File: src/hw/rtl/avi_riff_stream_demux_unit_macros.svh
// Assertion helpers used by the demux RTL file.
`ifndef AVI_RIFF_STREAM_DEMUX_UNIT_MACROS_SVH
`define AVI_RIFF_STREAM_DEMUX_UNIT_MACROS_SVH
// Check that cond implies prop on every clock edge outside reset.
`define ARSD_ASSERT_IMPL(label, clk, rst_n, cond, prop, msg) \
    label: assert property (@(posedge clk) disable iff (!rst_n) (cond) |-> (prop)) \
        else $error(msg);
// Check that cond implies prop on the next clock edge.
`define ARSD_ASSERT_NEXT(label, clk, rst_n, cond, prop, msg) \
    label: assert property (@(posedge clk) disable iff (!rst_n) (cond) |=> (prop)) \
        else $error(msg);
`endif

File: src/hw/rtl/arsd_pkg.sv
`default_nettype none
package arsd_pkg;
    localparam int OFFSET_WIDTH_DEF = 32;

    typedef enum logic [2:0] {
        PH_SIG, PH_HDR, PH_LTYPE, PH_DATA, PH_MHDR, PH_PAY, PH_IDLE
    } phase_t;

    typedef enum logic [2:0] {
        K_HEADER = 3'd0, K_VIDEO = 3'd1, K_AUDIO = 3'd2, K_DONE = 3'd3, K_ERROR = 3'd4
    } kind_t;

    typedef enum logic [2:0] {
        REG_DISPLAY_WIDTH = 3'd0, REG_FEED_HEIGHT = 3'd1, REG_FRAME_BUFFER = 3'd2,
        REG_AUDIO_ENABLE = 3'd3, REG_DEFAULT_RATE = 3'd4
    } reg_index_t;

    localparam logic [31:0] TAG_RIFF  = 32'h52494646;
    localparam logic [31:0] TAG_AVI   = 32'h41564920;
    localparam logic [31:0] TAG_LIST  = 32'h4C495354;
    localparam logic [31:0] TAG_MOVI  = 32'h6D6F7669;
    localparam logic [31:0] TAG_HDRL  = 32'h6864726C;
    localparam logic [31:0] TAG_STRL  = 32'h7374726C;
    localparam logic [31:0] TAG_AVIH  = 32'h61766968;
    localparam logic [31:0] TAG_STRH  = 32'h73747268;
    localparam logic [31:0] TAG_STRF  = 32'h73747266;
    localparam logic [31:0] TAG_00DC  = 32'h30306463;
    localparam logic [31:0] TAG_01WB  = 32'h30317762;
    localparam logic [31:0] TAG_IDX1  = 32'h69647831;
    localparam logic [31:0] WORD_VIDS = 32'h73646976;
    localparam logic [31:0] DEF_FRAME_PERIOD = 32'd66666;
    localparam logic [31:0] BIG_WIDTH  = 32'd800;
    localparam logic [31:0] BIG_HEIGHT = 32'd600;
    localparam logic [31:0] MIN_BIH    = 32'd40;

    typedef struct packed {
        logic [2:0]  kind;
        logic [7:0]  payload_byte;
        logic        chunk_end;
        logic [31:0] frame_period;
        logic [31:0] total_frames;
        logic [15:0] video_width;
        logic [15:0] video_height;
        logic [31:0] audio_rate;
        logic [15:0] channels;
        logic [1:0]  scale_code;
        logic [15:0] out_width;
        logic [15:0] out_height;
    } result_t;

    typedef struct packed {
        logic [7:0] data_byte;
        logic       first_byte;
        logic       end_of_file;
    } item_t;

    typedef struct packed {
        logic [2:0]  index;
        logic [31:0] data;
    } cfg_t;
endpackage
`default_nettype wire

File: src/hw/rtl/arsd_if.sv
`default_nettype none
interface arsd_item_if;
    import arsd_pkg::*;
    logic  valid;
    logic  ready;
    item_t payload;
    modport source (output valid, output payload, input ready);
    modport sink (input valid, input payload, output ready);
endinterface

interface arsd_result_if;
    import arsd_pkg::*;
    logic    valid;
    logic    ready;
    result_t payload;
    modport source (output valid, output payload, input ready);
    modport sink (input valid, input payload, output ready);
endinterface

interface arsd_cfg_if;
    import arsd_pkg::*;
    logic valid;
    logic ready;
    cfg_t payload;
    modport source (output valid, output payload, input ready);
    modport sink (input valid, input payload, output ready);
endinterface
`default_nettype wire

File: src/hw/rtl/avi_riff_stream_demux_unit.sv
// AVI byte-stream demultiplexer. Feed the file one byte per transaction on
// in_ch; mark byte 0 with first_byte and the last byte with end_of_file. The
// block checks the RIFF/AVI signature, walks hdrl/strl, and at LIST movi emits
// one header result (timing, sizes, audio format, JPEG downscale), then one
// result per forwarded video (00dc) or audio (01wb) byte, and a done or error
// result at the end. Most bytes give no result. Throughput is one byte per
// clock: each byte updates the parser registers straight from the input
// register, and a two-entry output buffer keeps input flowing while a result
// waits on out_ch; input stalls only while both entries hold results.
// Configuration writes on cfg_ch are taken at any time but belong between
// files.
`default_nettype none
`include "avi_riff_stream_demux_unit_macros.svh"
module avi_riff_stream_demux_unit
    import arsd_pkg::*;
#(
    parameter int OFFSET_WIDTH = OFFSET_WIDTH_DEF
) (
    input  wire logic     clk,
    input  wire logic     rst_n,
    arsd_item_if.sink     in_ch,
    arsd_result_if.source out_ch,
    arsd_cfg_if.sink      cfg_ch
);
    localparam int OW = OFFSET_WIDTH;

    // configuration
    logic [12:0] disp_w_reg, feed_h_reg;
    logic [23:0] fb_bytes_reg;
    logic        audio_en_reg;
    logic [31:0] def_rate_reg;

    assign cfg_ch.ready = 1'b1;

    always_ff @(posedge clk or negedge rst_n)
    begin
        if (!rst_n)
        begin
            disp_w_reg   <= 13'd240;
            feed_h_reg   <= 13'd240;
            fb_bytes_reg <= 24'd115200;
            audio_en_reg <= 1'b1;
            def_rate_reg <= 32'd16000;
        end
        else if (cfg_ch.valid)
        begin
            unique case (cfg_ch.payload.index)
                REG_DISPLAY_WIDTH: disp_w_reg   <= cfg_ch.payload.data[12:0];
                REG_FEED_HEIGHT:   feed_h_reg   <= cfg_ch.payload.data[12:0];
                REG_FRAME_BUFFER:  fb_bytes_reg <= cfg_ch.payload.data[23:0];
                REG_AUDIO_ENABLE:  audio_en_reg <= cfg_ch.payload.data[0];
                REG_DEFAULT_RATE:  def_rate_reg <= cfg_ch.payload.data;
                default: ;
            endcase
        end
    end

    // input register
    logic  in_v_reg;
    item_t in_reg;
    logic  accept_in;
    logic  step;

    // output buffer, two entries
    logic    [1:0] cnt_reg;
    result_t buf_reg [2];
    logic    res_v;
    result_t res;

    // input stage advances only when the buffer has room for any result
    assign step        = in_v_reg && (cnt_reg != 2'd2);
    assign in_ch.ready = !in_v_reg || step;
    assign accept_in   = in_ch.valid && in_ch.ready;

    always_ff @(posedge clk or negedge rst_n)
    begin
        if (!rst_n)
            in_v_reg <= 1'b0;
        else if (in_ch.ready)
            in_v_reg <= in_ch.valid;
    end

    always_ff @(posedge clk)
    begin
        if (accept_in)
            in_reg <= in_ch.payload;
    end

    // parser state
    logic [OW-1:0] off_reg, off_next;
    phase_t        ph_reg, ph_next;
    logic [3:0]    fc_reg, fc_next;
    logic [31:0]   tag_reg, tag_next;
    logic [31:0]   size_reg, size_next;
    logic [OW-1:0] cnext_reg, cnext_next;
    logic [OW-1:0] mend_reg, mend_next;
    logic          vid_reg, vid_next;
    logic [31:0]   hf_reg [6];
    logic [31:0]   hf_next [6];

    // scale selection from stored size
    logic [1:0]  sc;
    logic [15:0] ow16, oh16;
    logic [31:0] wv, hv;
    logic [33:0] ow_full, oh_full;

    always_comb
    begin
        wv = hf_reg[2];
        hv = hf_reg[3];
        if (wv >= BIG_WIDTH || hv >= BIG_HEIGHT)
            sc = 2'd3;
        else if (wv >= 32'(disp_w_reg) * 32'd3 && hv >= 32'(feed_h_reg) * 32'd3)
            sc = 2'd2;
        else if (wv >= 32'(disp_w_reg) * 32'd2 && hv >= 32'(feed_h_reg) * 32'd2)
            sc = 2'd1;
        else
            sc = 2'd0;
        ow_full = ({2'b0, wv} + ((34'd1 << sc) - 34'd1)) >> sc;
        oh_full = ({2'b0, hv} + ((34'd1 << sc) - 34'd1)) >> sc;
        ow16 = ow_full[15:0];
        oh16 = oh_full[15:0];
    end

    // frame bytes check registered: sizes only change before movi
    logic [31:0] prod_reg;
    logic        fits_reg;
    always_ff @(posedge clk)
    begin
        prod_reg <= 32'(ow16) * 32'(oh16);
        fits_reg <= ({prod_reg, 1'b0} <= 33'(fb_bytes_reg));
    end

    always_comb
    begin
        logic [7:0]    b;
        logic [OW-1:0] off, off1, ds, st, nx, dstart, idx;
        logic [2:0]    fc;
        logic [31:0]   sz, w, t;
        logic          hdr_done, last, pad;
        logic [1:0]    mode;
        logic [2:0]    bodykind;
        logic          eof;

        b = in_reg.data_byte;
        eof = in_reg.end_of_file;
        ph_next = ph_reg; fc_next = fc_reg; tag_next = tag_reg; size_next = size_reg;
        cnext_next = cnext_reg; mend_next = mend_reg; vid_next = vid_reg;
        off = off_reg;
        for (int i = 0; i < 6; i++)
            hf_next[i] = hf_reg[i];
        if (in_reg.first_byte)
        begin
            off = '0; ph_next = PH_SIG; fc_next = '0; tag_next = '0; size_next = '0;
            cnext_next = '0; mend_next = '0; vid_next = 1'b0;
            hf_next[0] = DEF_FRAME_PERIOD; hf_next[1] = '0; hf_next[2] = '0;
            hf_next[3] = '0; hf_next[4] = def_rate_reg; hf_next[5] = 32'd1;
        end
        off1 = off + OW'(1);
        res_v = 1'b0;
        res = '0;
        hdr_done = 1'b0;
        ds = off1; st = off - OW'(7); nx = '0; sz = '0; w = '0; t = '0;
        dstart = '0; idx = '0; last = 1'b0; pad = 1'b0; mode = '0; bodykind = '0;
        fc = fc_next[2:0];

        // chunk header collection shared by hdr and movi-header phases
        if (ph_next == PH_HDR || (ph_next == PH_MHDR &&
            !(fc == 3'd0 && off >= mend_next)))
        begin
            sz = (fc == 3'd0) ? 32'd0 : size_next;
            if (fc < 3'd4)
                tag_next = {tag_next[23:0], b};
            else
                sz = sz | (32'(b) << (5'd8 * 5'(fc - 3'd4)));
            size_next = sz;
            fc_next = {1'b0, fc} + 4'd1;
            if (fc == 3'd7)
            begin
                fc_next = '0;
                nx = ds + OW'(sz) + OW'(sz[0]);
                if (nx <= st)
                begin
                    res_v = 1'b1; res.kind = K_ERROR;
                end
                else
                begin
                    cnext_next = nx;
                    hdr_done = 1'b1;
                end
            end
        end

        unique case (ph_next)
            PH_SIG:
            begin
                tag_next = {tag_next[23:0], b};
                if ((off == OW'(3) && tag_next != TAG_RIFF) || off > OW'(11))
                begin
                    res_v = 1'b1; res.kind = K_ERROR;
                end
                else if (off == OW'(11))
                begin
                    if (tag_next != TAG_AVI)
                    begin
                        res_v = 1'b1; res.kind = K_ERROR;
                    end
                    else
                    begin
                        ph_next = PH_HDR; fc_next = '0;
                    end
                end
            end
            PH_HDR:
            begin
                if (hdr_done)
                begin
                    t = tag_next;
                    if (t == TAG_LIST)
                    begin
                        if (size_next < 32'd4)
                        begin
                            res_v = 1'b1; res.kind = K_ERROR;
                        end
                        else
                        begin
                            ph_next = PH_LTYPE; fc_next = '0;
                        end
                    end
                    else
                    begin
                        if (t == TAG_AVIH && size_next >= 32'd20) bodykind = 3'd1;
                        else if (t == TAG_STRH && size_next >= 32'd8) bodykind = 3'd2;
                        else if (t == TAG_STRF && size_next >= 32'd16) bodykind = 3'd3;
                        fc_next = '0;
                        if (off1 != cnext_next)
                        begin
                            ph_next = PH_DATA; fc_next = {1'b0, bodykind};
                        end
                    end
                end
            end
            PH_LTYPE:
            begin
                tag_next = {tag_next[23:0], b};
                fc_next = fc_next + 4'd1;
                if (fc_next >= 4'd4)
                begin
                    fc_next = '0;
                    if (tag_next == TAG_MOVI)
                    begin
                        mend_next = cnext_next - OW'(size_next[0]);
                        ph_next = PH_MHDR;
                        res_v = 1'b1;
                        if (hf_next[2] == 32'd0)
                            res.kind = K_ERROR;
                        else
                        begin
                            res.kind = K_HEADER;
                            res.frame_period = hf_next[0];
                            res.total_frames = hf_next[1];
                            res.video_width  = hf_next[2][15:0];
                            res.video_height = hf_next[3][15:0];
                            res.audio_rate   = (hf_next[4] != 32'd0) ? hf_next[4]
                                                                     : def_rate_reg;
                            res.channels     = hf_next[5][15:0];
                            res.scale_code   = sc;
                            res.out_width    = ow16;
                            res.out_height   = oh16;
                        end
                    end
                    else if (tag_next == TAG_HDRL || tag_next == TAG_STRL)
                        ph_next = PH_HDR;
                    else if (off1 != cnext_next)
                        ph_next = PH_DATA;
                    else
                        ph_next = PH_HDR;
                end
            end
            PH_DATA:
            begin
                dstart = cnext_next - OW'(size_next) - OW'(size_next[0]);
                idx = off - dstart;
                tag_next = {b, tag_next[31:8]};
                w = tag_next;
                if (idx[1:0] == 2'd3 && idx < OW'(20))
                begin
                    case (fc_next[1:0])
                        2'd1:
                        begin
                            if (idx == OW'(3)) hf_next[0] = w;
                            if (idx == OW'(19)) hf_next[1] = w;
                        end
                        2'd2:
                            if (idx == OW'(3)) vid_next = (w == WORD_VIDS);
                        2'd3:
                        begin
                            if (vid_next)
                            begin
                                if (idx == OW'(3) && w >= MIN_BIH) fc_next[2] = 1'b1;
                                if (idx == OW'(7) && fc_next[2]) hf_next[2] = {16'd0, w[15:0]};
                                if (idx == OW'(11) && fc_next[2])
                                    hf_next[3] = {16'd0, w[31] ? 16'(32'd0 - w) : w[15:0]};
                            end
                            else
                            begin
                                if (idx == OW'(3)) hf_next[5] = {16'd0, w[31:16]};
                                if (idx == OW'(7)) hf_next[4] = w;
                            end
                        end
                        default: ;
                    endcase
                end
                if (off1 == cnext_next)
                begin
                    ph_next = PH_HDR; fc_next = '0;
                end
            end
            PH_MHDR:
            begin
                if (fc == 3'd0 && off >= mend_next)
                begin
                    res_v = 1'b1; res.kind = K_DONE;
                end
                else if (hdr_done)
                begin
                    t = tag_next;
                    if (t == TAG_IDX1)
                    begin
                        res_v = 1'b1; res.kind = K_DONE;
                    end
                    else
                    begin
                        if (t == TAG_00DC && size_next != 32'd0)
                            mode = fits_reg ? 2'd1 : 2'd0;
                        else if (t == TAG_01WB && size_next != 32'd0 && audio_en_reg)
                            mode = 2'd2;
                        fc_next = '0;
                        if (off1 != cnext_next)
                        begin
                            ph_next = PH_PAY; fc_next = {2'b0, mode};
                        end
                    end
                end
            end
            PH_PAY:
            begin
                last = (off1 == cnext_next);
                pad = last && size_next[0];
                if (fc_next[1:0] != 2'd0 && !pad)
                begin
                    res_v = 1'b1;
                    res.kind = (fc_next[1:0] == 2'd1) ? K_VIDEO : K_AUDIO;
                    res.payload_byte = b;
                    res.chunk_end = (off1 == cnext_next - OW'(size_next[0]));
                end
                if (last)
                begin
                    ph_next = PH_MHDR; fc_next = '0;
                end
            end
            PH_IDLE: ;
            default: ph_next = PH_IDLE;
        endcase
        if (res_v && (res.kind == K_DONE || res.kind == K_ERROR))
            ph_next = PH_IDLE;
        off_next = off1;
        if (eof && ph_next != PH_IDLE)
        begin
            if (!res_v)
            begin
                res_v = 1'b1;
                res.kind = (ph_next == PH_MHDR || ph_next == PH_PAY) ? K_DONE : K_ERROR;
            end
            ph_next = PH_IDLE;
        end
    end

    always_ff @(posedge clk or negedge rst_n)
    begin
        if (!rst_n)
        begin
            off_reg <= '0; ph_reg <= PH_SIG; fc_reg <= '0; tag_reg <= '0;
            size_reg <= '0; cnext_reg <= '0; mend_reg <= '0; vid_reg <= 1'b0;
            hf_reg[0] <= DEF_FRAME_PERIOD; hf_reg[1] <= '0; hf_reg[2] <= '0;
            hf_reg[3] <= '0; hf_reg[4] <= 32'd16000; hf_reg[5] <= 32'd1;
        end
        else if (step)
        begin
            off_reg <= off_next; ph_reg <= ph_next; fc_reg <= fc_next;
            tag_reg <= tag_next; size_reg <= size_next; cnext_reg <= cnext_next;
            mend_reg <= mend_next; vid_reg <= vid_next;
            for (int i = 0; i < 6; i++)
                hf_reg[i] <= hf_next[i];
        end
    end

    // output buffer: entry 0 is the head
    logic push, pop;
    assign push = step && res_v;
    assign pop  = out_ch.valid && out_ch.ready;
    assign out_ch.valid   = (cnt_reg != 2'd0);
    assign out_ch.payload = buf_reg[0];

    always_ff @(posedge clk or negedge rst_n)
    begin
        if (!rst_n)
            cnt_reg <= 2'd0;
        else
            cnt_reg <= cnt_reg + 2'(push) - 2'(pop);
    end

    always_ff @(posedge clk)
    begin
        if (pop)
        begin
            buf_reg[0] <= buf_reg[1];
            if (push)
                buf_reg[cnt_reg == 2'd2 ? 1 : 0] <= res;
        end
        else if (push)
            buf_reg[cnt_reg[0]] <= res;
    end

    `ARSD_ASSERT_IMPL(a_no_overflow, clk, rst_n, push && !pop, cnt_reg != 2'd2,
        "result buffer overflow")
    `ARSD_ASSERT_IMPL(a_no_underflow, clk, rst_n, pop, cnt_reg != 2'd0,
        "result buffer underflow")
    `ARSD_ASSERT_IMPL(a_idle_sticks, clk, rst_n,
        step && ph_reg == PH_IDLE && !in_reg.first_byte, !res_v,
        "idle phase produced results")
endmodule
`default_nettype wire

File: src/flat_wrapper.sv
// flat-port wrapper written by rule: the top's interface ports become plain ports
module avi_riff_stream_demux_unit_flat import arsd_pkg::*;
#(
    parameter int OFFSET_WIDTH = OFFSET_WIDTH_DEF
)
  (clk, rst_n, in_ch_valid, in_ch_payload, in_ch_ready, out_ch_valid, out_ch_payload, out_ch_ready, cfg_ch_valid, cfg_ch_payload, cfg_ch_ready);
  arsd_item_if in_ch_i ();
  arsd_result_if out_ch_i ();
  arsd_cfg_if cfg_ch_i ();
  input  wire logic clk;
  input  wire logic rst_n;
  input wire logic [$bits(in_ch_i.valid)-1:0] in_ch_valid;
  input wire logic [$bits(in_ch_i.payload)-1:0] in_ch_payload;
  output wire logic [$bits(in_ch_i.ready)-1:0] in_ch_ready;
  output wire logic [$bits(out_ch_i.valid)-1:0] out_ch_valid;
  output wire logic [$bits(out_ch_i.payload)-1:0] out_ch_payload;
  input wire logic [$bits(out_ch_i.ready)-1:0] out_ch_ready;
  input wire logic [$bits(cfg_ch_i.valid)-1:0] cfg_ch_valid;
  input wire logic [$bits(cfg_ch_i.payload)-1:0] cfg_ch_payload;
  output wire logic [$bits(cfg_ch_i.ready)-1:0] cfg_ch_ready;
  assign in_ch_i.valid = in_ch_valid;
  assign in_ch_i.payload = in_ch_payload;
  assign in_ch_ready = in_ch_i.ready;
  assign out_ch_valid = out_ch_i.valid;
  assign out_ch_payload = out_ch_i.payload;
  assign out_ch_i.ready = out_ch_ready;
  assign cfg_ch_i.valid = cfg_ch_valid;
  assign cfg_ch_i.payload = cfg_ch_payload;
  assign cfg_ch_ready = cfg_ch_i.ready;
  avi_riff_stream_demux_unit #(.OFFSET_WIDTH(OFFSET_WIDTH)) u_core (.clk(clk), .rst_n(rst_n), .in_ch(in_ch_i), .out_ch(out_ch_i), .cfg_ch(cfg_ch_i));
endmodule
File: config.mk
export PLATFORM = sky130hd
export DESIGN_NAME = avi_riff_stream_demux_unit_flat
export DESIGN_NICKNAME = d
export VERILOG_FILES = /design/src/hw/rtl/arsd_pkg.sv /design/src/hw/rtl/arsd_if.sv /design/src/hw/rtl/avi_riff_stream_demux_unit.sv /design/src/flat_wrapper.sv
export VERILOG_INCLUDE_DIRS = /design/src /design/src/hw/rtl
export SDC_FILE = /design/constraint.sdc
export NUM_CORES = 2
export LEC_CHECK = 0
export BUFFER_PORTS_ARGS = -buffer_cell sky130_fd_sc_hd__buf_2
export CORE_UTILIZATION = 40
export CTS_CLUSTER_SIZE = 12
export DETAILED_ROUTE_END_ITERATION = 6
export PLACE_DENSITY = 0.53
export SETUP_SLACK_MARGIN = 0.4
export SLEW_MARGIN = 25
export SYNTH_ARGS = -nofsm -noshare
export SYNTH_HDL_FRONTEND = slang
export SYNTH_SLANG_ARGS = --single-unit
File: constraint.sdc
create_clock -name clk -period 40.7 [get_ports clk]
set_input_delay 4.07 -clock clk [delete_from_list [all_inputs] [get_ports clk]]
set_output_delay 4.07 -clock clk [all_outputs]
set_load 0.005 [all_outputs]
==> flow_summary.ini <==
[floorplanning]
io_pins = 243
core_um2 = 152000
die_area_um2 = 155000
initial_utilization = 0.403
rows = 143
die_h_um = 394
fp.dieW_um = 394

[synthesis]
synth-seq-area-share = 0.377
yosys.area.top_type = edfxtp_1
async_flop_share = 0.504
synth_top_area_share = 0.191
synthXorXnorAreaFrac = 0.0379
synth_top_family_by_area = simple AND/OR/NAND/NOR gates
synth_edf_count = 390
ys_types = 102
synth-compound-area-share = 0.170
ys_top_cells_by_area = edfxtp_1 19%, dfrtp_1 16%, nand2_1 7.9%
yosysWarnings = 0
netlist_area_um2 = 61400
syn_avg_cell_area_um2 = 8.97
synth_cells = 6850
ys_ff_latch = 853
muxShareOfSynthArea = 0.0237
synth_fa_ha_area_frac = 0.153
ys.flop_type = dfrtp_1
yosys.area_share.simple = 0.183

[route]
detail-route-antenna-nets = 0
routedWlPerCell_um = 23.8
first_pass_iters = 6
postRouteWirelength_um = 216000
vias = 52200
drc_errors = 0
viasPerCell = 5.75
drt_iter0_markers = 4651

[timing]
tns_ns = 0
finClkSkew_ns = 0.0630
max-slew-margin-rel = 0.219
fin_crit_sh = 0.378
rsz0062_at_grt = no
drv_slew = 0
tightest_slew_ns = 1.17
period_needed_ns = 15.38
fmax_mhz = 65.0
report.final.setup_viol = 0
finalHoldViolations = 0

[worst_setup_path]
crit_family = compound AO/OA/AOI/OAI gates
rrSetupSlack_ns = 25.32
required_ns = 41.33
crit_path_start_kind = flop
endpoint_kind = flop
crit_path_frequent_cell = ha_1
rr_startpoint = u_core.in_reg[1]$_DFFE_PP_
rr_endpoint = u_core.hf_reg[61]$_DFFE_PN0P_
path_buf_inv = 7
ff2ff_path_depth = 47
worst-setup-path-type = flop to flop
max_stage_delay_ns = 0.59
cp.arrival_ns = 16.01
critPathSlowestCell = nor3_1
critical_path.max_fanout = 96

[placed_design]
gp_congestion = 0.949
place.port_buffers = 241
dp_hpwl_um = 158000

[grt]
grt_pass1_vias = 50100
grt_max_degree = 242
use_met3 = 0.0379
globalRoute.busiestLayer = met2
antenna_found_initial = 4
use_met2 = 0.422
overflow = 0
use_met1 = 0.397
grt_pass1_wl_um = 327000
grtUsageTotal = 0.275

[worst_hold_path]
hold_end = u_core.mend_reg[9]$_DFFE_PN0P_
hp-class = flop to flop
holdPathStages = 2
hp-start = u_core.mend_reg[9]$_DFFE_PN0P_

[clocking]
clock_path_buffers = 3
clock_latency_ns = 0.74
cts_sinks = 853
htreeDepth = 3
cts_setup_buffers = 0
numCtsBuffers = 99
cts_tree = built
hold_buffers = 0
clkTransAtPathRegs_ns = 0.06
cts-root-buf = clkbuf_16
cts-resized-gates = 0

[power]
power_uw = 3520
p_leak_uw = 0.0307
power.internal_uw = 2140
p_switching_uw = 1390
seqPwrFrac = 0.353
peakVddDrop_uv = 38.7
p_per_area_nw_per_um2 = 51.6
p_clk_frac = 0.256
power_switching_share = 0.393
p_comb_frac = 0.391

[cells_and_area]
drive_gt1_frac = 0.105
seqCellArea_um2 = 23200
multiInputGateArea_um2 = 35300
diodes = 0
nNetsFinal = 7632
num-fill-cells = 14800
largest_reg_flops = 380
area_delta_synth_final_pct = 11.2

[status]
status = complete, no violations

[run]
drv_cap = 0
placed cells by master (no fill, tap or decap), types with 56 or more instances in the layout:
cell,instances
a21o_1,87
ha_1,385
and3_1,75
mux2i_1,65
o21ai_0,700
nand3_1,120
dfrtp_1,398
nor4_1,66
nand2_1,1286
inv_1,451
buf_4,120
a22o_1,56
a21oi_1,244
buf_2,240
and2_1,80
fa_1,230
nor3_1,111
edfxtp_1,390
nand2b_1,56
clkbuf_16,99
xnor2_1,171
nand4_1,78
o21ai_1,91
mux2_2,68
xor2_1,87
nor2_1,324
nor2b_1,84
power groups by stage:
stage               combinational [µW]  clock [µW]  sequential (µW)
detailed placement                1370           0             1260
finish                            1380         902             1240
global placement                  1360           0             1250
global route                      1530         958             1260
floorplan                          917           0             1260
CTS                               1380         926             1240
per-layer routing:
metal	vias up	wire [µm]
met1	25700	98900
met2	1900	95700
met3	396	14000
met5	-	20
met4	2	7780
li1	24300	-
area by class of cell:
type	instances	share of cell area
Inverter	458	0.0252
Timing Repair Buffer	371	0.0339
Clock inverter	58	0.00901
Clock buffer	128	0.0389
Tap cell	2030	0.0372
Multi-Input combinational cell	5184	0.517
Sequential cell	853	0.339
logic make-up (layout without fill, tap and decap cells):
group / Yosys count / in the layout
AOI/OAI and AO/OA: 1688 / 1688
xor gates and xnor gates: 261 / 261
adders and majority gates: 615 / 615
buffers and inverters: 840 / 1015
DFF: 853 / 853
muxes: 136 / 136
other: 2 / 29
and+or+nand+nor: 2455 / 2455
cell usage after synthesis, types with 28 or more instances:
cell / instances
nor3_1: 116
or2_2: 32
xor2_1: 87
dfrtp_1: 398
o21ai_1: 90
a21o_1: 87
mux2_2: 68
clkbuf_1: 270
nand3_1: 121
dfstp_2: 32
fa_1: 230
ha_1: 385
buf_1: 31
a22o_1: 56
inv_1: 451
xnor2_1: 171
buf_4: 37
a211oi_1: 42
nand2b_1: 56
dfxtp_1: 33
mux2i_1: 66
nor2b_1: 84
nand4_1: 78
a31oi_1: 47
o21ai_0: 704
or3_1: 37
nand2_1: 1290
nor4_1: 69
buf_2: 40
edfxtp_1: 390
o21a_1: 37
o22ai_1: 41
nor2_1: 331
and2_1: 81
a21oi_1: 247
and3_1: 75
a2bb2oi_1: 28
worst min-delay path, delay by kind of cell, from the launching register on:
family	cells	cell delay (ns)
AO/OA/AOI/OAI	1	0.06
flip-flops	1	0.34
AND/OR/NAND/NOR	1	0.04
metrics by stage:
| stage | instance area [µm²] | cells | hold WS [ns] | worst slack [ns] | util |
|---|---|---|---|---|---|
| 6_report | 68300 | 9082 | 0.479 | 25.32 | 0.449 |
| 5_1_grt | 68300 | 9082 | 0.504 | 24.18 | 0.449 |
| 4_1_cts | 68300 | 9080 | 0.483 | 25.48 | 0.448 |
| 3_5_place_dp | 65000 | 8894 | 0.467 | 25.56 | 0.427 |
| 3_3_place_gp | 64900 | 8893 | 0.461 | 25.61 | 0.426 |
| 2_1_floorplan | 61500 | 6877 | 0.438 | 20.03 | - |
worst max path at each step:
| stage | start | endpoint | depth (start not counted) |
|---|---|---|---|
| floorplan | u_core.in_reg[1]$_DFFE_PP_ | u_core.buf_reg[0][0]$_DFFE_PP_ | 56 |
| global placement | u_core.in_reg[1]$_DFFE_PP_ | u_core.buf_reg[0][98]$_DFFE_PP_ | 41 |
| detailed placement | u_core.in_reg[1]$_DFFE_PP_ | u_core.hf_reg[61]$_DFFE_PN0P_ | 46 |
| CTS | u_core.in_reg[1]$_DFFE_PP_ | u_core.hf_reg[61]$_DFFE_PN0P_ | 46 |
| global route | u_core.in_reg[1]$_DFFE_PP_ | u_core.hf_reg[58]$_DFFE_PN0P_ | 46 |
| finish | u_core.in_reg[1]$_DFFE_PP_ | u_core.hf_reg[61]$_DFFE_PN0P_ | 47 |
No activity file was read; power rests on OpenSTA's default activity.
